[config.mk]
export PLATFORM = sky130hd
export DESIGN_NAME = pwm_timer_share_allocator
export DESIGN_NICKNAME = d
export VERILOG_FILES = /design/src/hdl/ptsa_pkg.sv /design/src/hdl/pwm_timer_share_allocator.sv /design/src/hdl/ptsa_front.sv /design/src/hdl/ptsa_queue.sv /design/src/hdl/ptsa_back.sv
export SDC_FILE = /design/constraint.sdc
export NUM_CORES = 1
export LEC_CHECK = 0
export BUFFER_PORTS_ARGS = -buffer_cell sky130_fd_sc_hd__buf_2
export CORE_MARGIN = 5
export CORE_UTILIZATION = 28
export DETAILED_ROUTE_END_ITERATION = 8
export PLACE_DENSITY = 0.44
export SLEW_MARGIN = 0
export SYNTH_ARGS = -nofsm -noshare
export SYNTH_HDL_FRONTEND = slang
export SYNTH_SLANG_ARGS = --single-unit
[constraint.sdc]
create_clock -name clk_i -period 7.4 [get_ports clk_i]
set_clock_uncertainty 0.2 [all_clocks]
set_input_delay 1.48 -clock clk_i [delete_from_list [all_inputs] [get_ports clk_i]]
set_output_delay 1.48 -clock clk_i [all_outputs]
set_load 0.05 [all_outputs]
[src/hdl/ptsa_pkg.sv]
package ptsa_pkg;

  localparam int unsigned NUM_CHANNELS     = 8;
  localparam int unsigned NUM_TIMERS       = 4;
  localparam int unsigned MAX_CLOCK_SOURCE = 3;
  localparam int unsigned RES_MAX          = 20;
  localparam logic [7:0]  NO_TIMER         = 8'hFF;

  localparam int unsigned CH_W = (NUM_CHANNELS > 1) ? $clog2(NUM_CHANNELS) : 1;
  localparam int unsigned TM_W = (NUM_TIMERS > 1) ? $clog2(NUM_TIMERS) : 1;

  // Depth of the queue between the front and the back.
  localparam int unsigned QDEPTH = 2;
  localparam int unsigned QP_W   = $clog2(QDEPTH);
  localparam int unsigned QC_W   = $clog2(QDEPTH + 1);

  typedef enum logic [1:0] {
    REQ_ACQUIRE = 2'd0,
    REQ_RELEASE = 2'd1,
    REQ_QUERY   = 2'd2,
    REQ_CLEAR   = 2'd3
  } req_e;

  typedef enum logic [1:0] {
    ST_OK        = 2'd0,
    ST_INVALID   = 2'd1,
    ST_BUSY      = 2'd2,
    ST_EXHAUSTED = 2'd3
  } status_e;

  typedef enum logic [1:0] {
    BK_IDLE,
    BK_DECIDE,
    BK_SCAN,
    BK_DONE
  } bk_state_e;

  typedef struct packed {
    logic [1:0]  req_type;
    logic [3:0]  channel;
    logic [31:0] freq_hz;
    logic [4:0]  duty_bits;
    logic [2:0]  clk_src;
  } in_t;

  typedef struct packed {
    logic [1:0] status;
    logic [7:0] timer_num;
    logic       channel_bound;
  } out_t;

  // A classified request as it travels from the front to the back.
  typedef struct packed {
    req_e            kind;
    logic            ch_ok;
    logic            arg_ok;
    logic [CH_W-1:0] ch;
    logic [31:0]     freq;
    logic [4:0]      res;
    logic [2:0]      clk;
  } op_t;

endpackage

[src/hdl/pwm_timer_share_allocator.sv]
// Shares a small pool of PWM timers among channels by reference counting.
// Every request (acquire, release, query, clear) gives exactly one result
// transaction, in request order. Requests enter a two-entry queue and are
// then executed one at a time: query, release, clear and any acquire that
// needs no timer search go from the head of the queue through the idle,
// decide and done states to the result register; an acquire for an unbound
// channel scans the timer table one timer per cycle through its single read
// port. A waiting result does not stop the queue from taking requests until
// the queue is full.
module pwm_timer_share_allocator (
  input  logic           clk_i,
  input  logic           rst_ni,
  input  logic           in_valid_i,
  output logic           in_stall_o,
  input  ptsa_pkg::in_t  in_data_i,
  output logic           out_valid_o,
  input  logic           out_stall_i,
  output ptsa_pkg::out_t out_data_o
);
  import ptsa_pkg::*;

  logic q_push;
  logic q_full;
  logic q_valid;
  logic q_pop;
  op_t  q_op_in;
  op_t  q_op_out;

  ptsa_front u_front (
    .in_valid_i (in_valid_i),
    .in_stall_o (in_stall_o),
    .in_data_i  (in_data_i),
    .q_push_o   (q_push),
    .q_op_o     (q_op_in),
    .q_full_i   (q_full)
  );

  ptsa_queue u_queue (
    .clk_i   (clk_i),
    .rst_ni  (rst_ni),
    .push_i  (q_push),
    .op_i    (q_op_in),
    .full_o  (q_full),
    .valid_o (q_valid),
    .op_o    (q_op_out),
    .pop_i   (q_pop)
  );

  ptsa_back u_back (
    .clk_i       (clk_i),
    .rst_ni      (rst_ni),
    .q_valid_i   (q_valid),
    .q_op_i      (q_op_out),
    .q_pop_o     (q_pop),
    .out_valid_o (out_valid_o),
    .out_stall_i (out_stall_i),
    .out_data_o  (out_data_o)
  );

endmodule

[src/hdl/ptsa_front.sv]
module ptsa_front (
  input  logic            in_valid_i,
  output logic            in_stall_o,
  input  ptsa_pkg::in_t   in_data_i,
  output logic            q_push_o,
  output ptsa_pkg::op_t   q_op_o,
  input  logic            q_full_i
);
  import ptsa_pkg::*;

  logic ch_ok;
  logic prof_ok;
  req_e kind;

  assign kind  = req_e'(in_data_i.req_type);
  assign ch_ok = {1'b0, in_data_i.channel} < 5'(NUM_CHANNELS);

  assign prof_ok = (in_data_i.freq_hz != 32'd0)
                && (in_data_i.duty_bits != 5'd0)
                && (in_data_i.duty_bits <= 5'(RES_MAX))
                && (in_data_i.clk_src <= 3'(MAX_CLOCK_SOURCE));

  always_comb begin
    q_op_o.kind  = kind;
    q_op_o.ch_ok = ch_ok;
    q_op_o.ch    = in_data_i.channel[CH_W-1:0];
    q_op_o.freq  = in_data_i.freq_hz;
    q_op_o.res   = in_data_i.duty_bits;
    q_op_o.clk   = in_data_i.clk_src;
    case (kind)
      REQ_ACQUIRE: q_op_o.arg_ok = ch_ok && prof_ok;
      REQ_CLEAR:   q_op_o.arg_ok = 1'b1;
      default:     q_op_o.arg_ok = ch_ok;
    endcase
  end

  assign in_stall_o = q_full_i;
  assign q_push_o   = in_valid_i && !q_full_i;

endmodule

[src/hdl/ptsa_queue.sv]
module ptsa_queue (
  input  logic          clk_i,
  input  logic          rst_ni,
  input  logic          push_i,
  input  ptsa_pkg::op_t op_i,
  output logic          full_o,
  output logic          valid_o,
  output ptsa_pkg::op_t op_o,
  input  logic          pop_i
);
  import ptsa_pkg::*;

  op_t             mem_q [QDEPTH];
  logic [QP_W-1:0] wr_ptr_q, wr_ptr_d;
  logic [QP_W-1:0] rd_ptr_q, rd_ptr_d;
  logic [QC_W-1:0] count_q, count_d;
  logic            do_push;
  logic            do_pop;

  assign full_o  = count_q == QC_W'(QDEPTH);
  assign valid_o = count_q != '0;
  assign op_o    = mem_q[rd_ptr_q];
  assign do_push = push_i && !full_o;
  assign do_pop  = pop_i && valid_o;

  always_comb begin
    wr_ptr_d = wr_ptr_q;
    rd_ptr_d = rd_ptr_q;
    count_d  = count_q;
    if (do_push) begin
      wr_ptr_d = (wr_ptr_q == QP_W'(QDEPTH - 1)) ? '0 : wr_ptr_q + QP_W'(1);
    end
    if (do_pop) begin
      rd_ptr_d = (rd_ptr_q == QP_W'(QDEPTH - 1)) ? '0 : rd_ptr_q + QP_W'(1);
    end
    if (do_push && !do_pop) begin
      count_d = count_q + QC_W'(1);
    end else if (do_pop && !do_push) begin
      count_d = count_q - QC_W'(1);
    end
  end

  always_ff @(posedge clk_i or negedge rst_ni) begin
    if (!rst_ni) begin
      wr_ptr_q <= '0;
      rd_ptr_q <= '0;
      count_q  <= '0;
    end else begin
      wr_ptr_q <= wr_ptr_d;
      rd_ptr_q <= rd_ptr_d;
      count_q  <= count_d;
    end
  end

  always_ff @(posedge clk_i) begin
    if (do_push) begin
      mem_q[wr_ptr_q] <= op_i;
    end
  end

endmodule

[src/hdl/ptsa_back.sv]
module ptsa_back (
  input  logic           clk_i,
  input  logic           rst_ni,
  input  logic           q_valid_i,
  input  ptsa_pkg::op_t  q_op_i,
  output logic           q_pop_o,
  output logic           out_valid_o,
  input  logic           out_stall_i,
  output ptsa_pkg::out_t out_data_o
);
  import ptsa_pkg::*;

  bk_state_e state_q, state_d;
  op_t       op_q;

  logic [31:0]       tm_freq_q  [NUM_TIMERS];
  logic [4:0]        tm_res_q   [NUM_TIMERS];
  logic [2:0]        tm_clk_q   [NUM_TIMERS];
  logic [4:0]        tm_users_q [NUM_TIMERS];
  logic [NUM_CHANNELS-1:0] ch_valid_q;
  logic [TM_W-1:0]   ch_tmr_q   [NUM_CHANNELS];

  logic [TM_W-1:0] scan_q;
  logic [TM_W-1:0] pick_q;
  logic            pick_found_q;
  logic            pick_live_q;
  logic            bound_hit_q;

  logic            out_valid_q;
  out_t            res_q;
  out_t            res_d;

  logic            cur_bound;
  logic [TM_W-1:0] cur_tmr;
  logic [TM_W-1:0] rd_idx;
  logic [4:0]      rd_users;
  logic            rd_live;
  logic            rd_match;
  logic            scan_last;
  logic            out_free;
  logic            commit;
  logic            acq_take;
  logic            rel_take;
  logic            bound_after;
  logic [TM_W-1:0] tmr_after;
  status_e         status;

  assign cur_bound = op_q.ch_ok && ch_valid_q[op_q.ch];
  assign cur_tmr   = ch_tmr_q[op_q.ch];
  assign scan_last = scan_q == TM_W'(NUM_TIMERS - 1);
  assign out_free  = !out_valid_q || !out_stall_i;

  // One read port on the timer table: the scan position while scanning, the
  // chosen timer when an acquire commits, and otherwise the channel's timer.
  always_comb begin
    if (state_q == BK_SCAN) begin
      rd_idx = scan_q;
    end else if (state_q == BK_DONE && op_q.kind == REQ_ACQUIRE) begin
      rd_idx = pick_q;
    end else begin
      rd_idx = cur_tmr;
    end
  end

  assign rd_users = tm_users_q[rd_idx];
  assign rd_live  = rd_users != 5'd0;
  assign rd_match = (tm_freq_q[rd_idx] == op_q.freq) && (tm_res_q[rd_idx] == op_q.res)
                 && (tm_clk_q[rd_idx] == op_q.clk);

  always_comb begin
    state_d = state_q;
    case (state_q)
      BK_IDLE: begin
        if (q_valid_i) begin
          state_d = BK_DECIDE;
        end
      end
      BK_DECIDE: begin
        if (op_q.kind == REQ_ACQUIRE && op_q.arg_ok && !cur_bound) begin
          state_d = BK_SCAN;
        end else begin
          state_d = BK_DONE;
        end
      end
      BK_SCAN: begin
        if ((rd_live && rd_match) || scan_last) begin
          state_d = BK_DONE;
        end
      end
      BK_DONE: begin
        if (out_free) begin
          state_d = BK_IDLE;
        end
      end
      default: state_d = BK_IDLE;
    endcase
  end

  always_comb begin
    q_pop_o  = (state_q == BK_IDLE) && q_valid_i;
    commit   = (state_q == BK_DONE) && out_free;
    acq_take = commit && op_q.kind == REQ_ACQUIRE && op_q.arg_ok && !cur_bound
            && pick_found_q;
    rel_take = commit && op_q.kind == REQ_RELEASE && op_q.arg_ok && cur_bound;
  end

  // Result of the transaction, seen as the binding after the request.
  always_comb begin
    status      = ST_OK;
    bound_after = 1'b0;
    tmr_after   = cur_tmr;
    case (op_q.kind)
      REQ_ACQUIRE: begin
        bound_after = cur_bound || (op_q.arg_ok && pick_found_q);
        tmr_after   = cur_bound ? cur_tmr : pick_q;
        if (!op_q.arg_ok) begin
          status = ST_INVALID;
        end else if (cur_bound) begin
          status = bound_hit_q ? ST_OK : ST_BUSY;
        end else begin
          status = pick_found_q ? ST_OK : ST_EXHAUSTED;
        end
      end
      REQ_RELEASE: begin
        status = op_q.arg_ok ? ST_OK : ST_INVALID;
      end
      REQ_QUERY: begin
        status      = op_q.arg_ok ? ST_OK : ST_INVALID;
        bound_after = cur_bound;
      end
      default: begin
        status = ST_OK;
      end
    endcase
    res_d.status        = status;
    res_d.timer_num     = bound_after ? 8'(tmr_after) : NO_TIMER;
    res_d.channel_bound = bound_after;
  end

  always_ff @(posedge clk_i or negedge rst_ni) begin
    if (!rst_ni) begin
      state_q     <= BK_IDLE;
      out_valid_q <= 1'b0;
      ch_valid_q  <= '0;
      for (int i = 0; i < NUM_TIMERS; i++) begin
        tm_users_q[i] <= 5'd0;
      end
    end else begin
      state_q <= state_d;
      if (commit) begin
        out_valid_q <= 1'b1;
      end else if (!out_stall_i) begin
        out_valid_q <= 1'b0;
      end
      if (commit && op_q.kind == REQ_CLEAR) begin
        ch_valid_q <= '0;
        for (int i = 0; i < NUM_TIMERS; i++) begin
          tm_users_q[i] <= 5'd0;
        end
      end
      if (acq_take) begin
        tm_users_q[rd_idx]   <= rd_users + 5'd1;
        ch_valid_q[op_q.ch]  <= 1'b1;
      end
      if (rel_take) begin
        if (rd_live) begin
          tm_users_q[rd_idx] <= rd_users - 5'd1;
        end
        ch_valid_q[op_q.ch] <= 1'b0;
      end
    end
  end

  // A timer's profile is only looked at while it has users, so a freed timer
  // keeps its old profile until it is taken again.
  always_ff @(posedge clk_i) begin
    if (q_pop_o) begin
      op_q <= q_op_i;
    end
    if (state_q == BK_DECIDE) begin
      bound_hit_q  <= rd_live && rd_match;
      scan_q       <= '0;
      pick_q       <= '0;
      pick_found_q <= 1'b0;
      pick_live_q  <= 1'b0;
    end
    if (state_q == BK_SCAN) begin
      if (rd_live && rd_match) begin
        pick_q       <= scan_q;
        pick_found_q <= 1'b1;
        pick_live_q  <= 1'b1;
      end else if (!rd_live && !pick_found_q) begin
        pick_q       <= scan_q;
        pick_found_q <= 1'b1;
      end
      if (!scan_last) begin
        scan_q <= scan_q + TM_W'(1);
      end
    end
    if (acq_take) begin
      if (!pick_live_q) begin
        tm_freq_q[rd_idx] <= op_q.freq;
        tm_res_q[rd_idx]  <= op_q.res;
        tm_clk_q[rd_idx]  <= op_q.clk;
      end
      ch_tmr_q[op_q.ch] <= pick_q;
    end
    if (commit) begin
      res_q <= res_d;
    end
  end

  assign out_valid_o = out_valid_q;
  assign out_data_o  = res_q;

endmodule

==> impl_metrics.yaml <==
clock_network:
  cts_hold_buf: 0
  cts_resized: 0
  clkLatencyLatePin_ns: 0.57
  cts_tree: "built"
  htree_levels: 2
  post_cts_buffers: 0
  clk_pin_slew_ns: 0.06
  cts-root-to-sink-buffers: 3
  cts_sinks: 365
  cts_root_buffer: "clkbuf_16"
  numCtsBuffers: 39
worst_setup_path:
  path_cells: "mux2i_1 -> a22o_1 -> nor3_1 -> buf_4 -> nor2_1 -> a31oi_1 -> inv_1 -> ha_1 -> nor4b_1 -> nor2_1 -> nor2_1 -> a2bb2oi_1 -> nor2_1"
  crit_top_cell: "nor2_1"
  cp_data_arrival_time_ns: 6.17
  reg2reg_slack_ns: 1.47
  cp-startpoint: "u_back.op_q[40]$_DFFE_PP_"
  end_kind: "flop"
  required_ns: 7.64
  path_buf_inv: 2
  critical_path.top_delay_family: "simple AND/OR/NAND/NOR gates"
  critPathKind: "reg2reg"
  path_max_fanout: 15
  crit_path_max_incr_delay_ns: 0.83
  cp-start-kind: "flop"
  cpMaxStageDelayCell: "edfxtp_1"
  regToRegStartpoint: "u_back.op_q[40]$_DFFE_PP_"
timing:
  fin_crit_sh_pct: 80.1
  rsz0062_at_grt: "false"
  setup_tns_ns: 0
  worst_pin_slew_ns: 1.20
  period_minus_slack_ns: 5.93
  drv_slew: 0
  setup_viol: 0
  fmax_mhz: 169
  fin_hold_ws_ns: 0.321
  relSlewSlack_pct: 20.1
  hold_viol: 0
floorplanning:
  core_area_sq_um: 59100
  ios: 63
  die_x_um: 254
  rows: 89
  die_area_sq_um: 64700
  chipHeight_um: 254
  initial_core_util_pct: 28.3
yosys:
  netlist_instances: 1272
  synth.cell_area_sq_um: 16700
  synth-main-ff-cell: "edfxtp_1"
  postSynthAreaPerCell_sq_um: 13.1
  synth-async-reset-ratio_pct: 9.59
  synth-warning-count: 0
  ys_seq_elements: 365
  synth-edff-count: 324
  synth_nets: 1338
  ys_types: 66
  synth-seq-area-share_pct: 64.2
place:
  dpl.cell_count: 2045
  place.gp.congestion: 0.769
  portBuffers: 62
  place_hpwl_um: 27200
drt:
  via_per_inst: 5.23
  wirelength_um: 45000
  firstDrtPassIters: 5
  drc: 0
  num_vias: 11041
  first_iter_violations: 852
  routedWlPerCell_um: 21.3
  antenna_left: 0
worst_hold_path:
  hold_path.startpoint: "u_queue.count_q[1]$_DFFE_PN0P_"
  hold_path.class: "reg2reg"
global_routing:
  antenna_found_initial: 1
  grt_max_degree: 58
  overflow: 0
  grt_util_all_layers_pct: 13.7
  grt_pass1_wl_um: 69300
  grt_pass1_vias: 11126
power:
  power_density_nw_per_um2: 407
  power.leakage_nw: 6.38
  vdd_ir_drop_max_mv: 0.247
  power.total_mw: 7.73
job:
  cap_violations: 0
cells_and_area:
  layout-drive-gt1-share_pct: 15.7
  diodes: 0
  area_delta_synth_final_pct: 13.8
  final-instance-count-excl-fill: 2112
  fin_nets: 1379
run_status:
  status: "finished, final reports clean"
[worst reg2reg max path: stages, from the launching register on]
cell	delay, ns
edfxtp_1	0.83
mux2i_1	0.39
a22o_1	0.71
nor3_1	0.12
buf_4	0.24
nor2_1	0.78
a31oi_1	0.47
inv_1	0.14
ha_1	0.23
nor4b_1	0.57
nor2_1	0.27
nor2_1	0.54
a2bb2oi_1	0.24
nor2_1	0.06
[registers in the layout, summed over array words and instances (netlist names)]
signal,flops
u_queue.mem_q,94
u_back.out_data_o,6
u_back.tm_res_q,20
u_queue.rd_ptr_q,1
u_back.state_q,2
u_back.ch_valid_q,8
u_back.tm_freq_q,128
u_back.ch_tmr_q,16
u_back.scan_q,2
u_queue.wr_ptr_q,1
u_back.out_valid_o,1
u_queue.count_q,2
u_back.pick_found_q,1
u_back.tm_clk_q,12
u_back.tm_users_q,20
u_back.bound_hit_q,1
u_back.pick_live_q,1
u_back.pick_q,2
u_back.op_q,47
[cells in the mapped netlist, types with 4 or more instances]
master | number | area (sq um)
nor4_1 | 12 | 75.1
or3_1 | 9 | 56.3
nand4_1 | 69 | 432
o31ai_1 | 7 | 52.6
mux2_2 | 48 | 541
a211oi_1 | 39 | 293
a21boi_0 | 24 | 180
nor2b_1 | 14 | 87.6
edfxtp_1 | 324 | 9730
o211ai_1 | 18 | 135
nor3_1 | 13 | 65.1
inv_1 | 39 | 146
a2bb2oi_1 | 5 | 43.8
a31oi_1 | 39 | 244
o311ai_0 | 20 | 175
nand2_1 | 89 | 334
mux2i_1 | 19 | 190
dfxtp_1 | 6 | 120
buf_1 | 6 | 22.5
nand3_1 | 16 | 80.1
buf_6 | 4 | 45.0
a22oi_1 | 8 | 60.1
nand4b_1 | 11 | 96.3
clkbuf_1 | 54 | 203
o2111ai_1 | 10 | 87.6
nand2b_1 | 17 | 106
xor2_1 | 8 | 70.1
a21oi_1 | 46 | 230
o21ai_0 | 44 | 220
xnor2_1 | 14 | 123
buf_4 | 8 | 60.1
a22o_1 | 4 | 35.0
o2111a_1 | 10 | 113
buf_2 | 16 | 80.1
and2_1 | 5 | 31.3
and3_1 | 28 | 175
ha_1 | 16 | 200
a311o_1 | 16 | 160
a32oi_1 | 13 | 114
dfrtp_1 | 35 | 876
nor2_1 | 42 | 158
[metrics by stage]
| stage | instance area, sq um | utilization (%) | setup slack (ns) |
|---|---|---|---|
| after floorplan | 16700 | - | 1.34 |
| after global placement | 17800 | 30.2 | 1.61 |
| after detailed placement | 17800 | 30.2 | 1.48 |
| after CTS | 19000 | 32.2 | 1.44 |
| after global routing | 19000 | 32.2 | 1.04 |
| final | 19000 | 32.2 | 1.47 |
[layer usage]
layer	share of wire [%]	GRT usage (%)
met2	48	22.5
met4	2.3	4.40
met3	4.1	1.75
met1	46	19.0
met5	0	0
[placed cells by master (no fill, tap or decap), types with 8 or more instances in the layout]
master / netlist / routed
a311o_1: 16 / 16
nand2_1: 89 / 89
nor2b_1: 14 / 14
o311ai_0: 20 / 20
or3_1: 9 / 9
a21boi_0: 24 / 24
a31oi_1: 39 / 39
mux2_2: 48 / 48
clkbuf_16: 0 / 40
o2111ai_1: 10 / 10
a211oi_1: 39 / 39
xnor2_1: 14 / 14
nand3_1: 16 / 16
nand4b_1: 11 / 11
a21oi_1: 46 / 46
xor2_1: 8 / 8
o2111a_1: 10 / 10
and3_1: 28 / 27
dfrtp_1: 35 / 34
nor3_1: 13 / 11
o21ai_0: 44 / 44
nand4_1: 69 / 69
clkbuf_1: 54 / 17
inv_1: 39 / 38
mux2i_1: 19 / 19
ha_1: 16 / 16
nor2_1: 42 / 37
edfxtp_1: 324 / 324
buf_4: 8 / 26
nor4_1: 12 / 12
nand2b_1: 17 / 17
o211ai_1: 18 / 18
a32oi_1: 13 / 13
buf_2: 16 / 62
[layout make-up]
type,instances,area (sq um)
Sequential cell,365,10700
Clock buffer,60,1110
Inverter,39,146
Fill cell,5801,40100
Timing Repair Buffer,89,526
Tap cell,773,967
Clock inverter,7,68.8
Multi-Input combinational cell,779,5480
[path summary, 6_finish.rpt]
path | to | cells after the start
worst max-delay path | u_back.tm_users_q[13]$_DFF_PN0_ | 13
max in group asynchronous | u_queue.rd_ptr_q$_DFFE_PN0P_ | 1
min in group asynchronous | u_back.tm_users_q[2]$_DFF_PN0_ | 1
worst min register to register | u_queue.count_q[1]$_DFFE_PN0P_ | 1
worst min-delay path | u_queue.count_q[1]$_DFFE_PN0P_ | 1
worst max register to register | u_back.tm_users_q[13]$_DFF_PN0_ | 13
[power by group]
group	leakage, nW	switching (mW)	total, mW	internal (mW)
sequential	3.47	0.253	2.95	2.70
combinational	2.34	1.94	2.94	0.993
clock	0.569	0.785	1.85	1.06
[cells by family after synthesis]
family | share of synthesized area (%)
flip-flops | 64.2
XOR/XNOR | 1.15
buffers and inverters | 3.45
AND/OR/NAND/NOR | 10.8
AO/OA/AOI/OAI | 14.3
multiplexers | 4.98
adder cells (fa/ha/maj) | 1.20
Note: power is estimated with default switching activity, not from simulation.
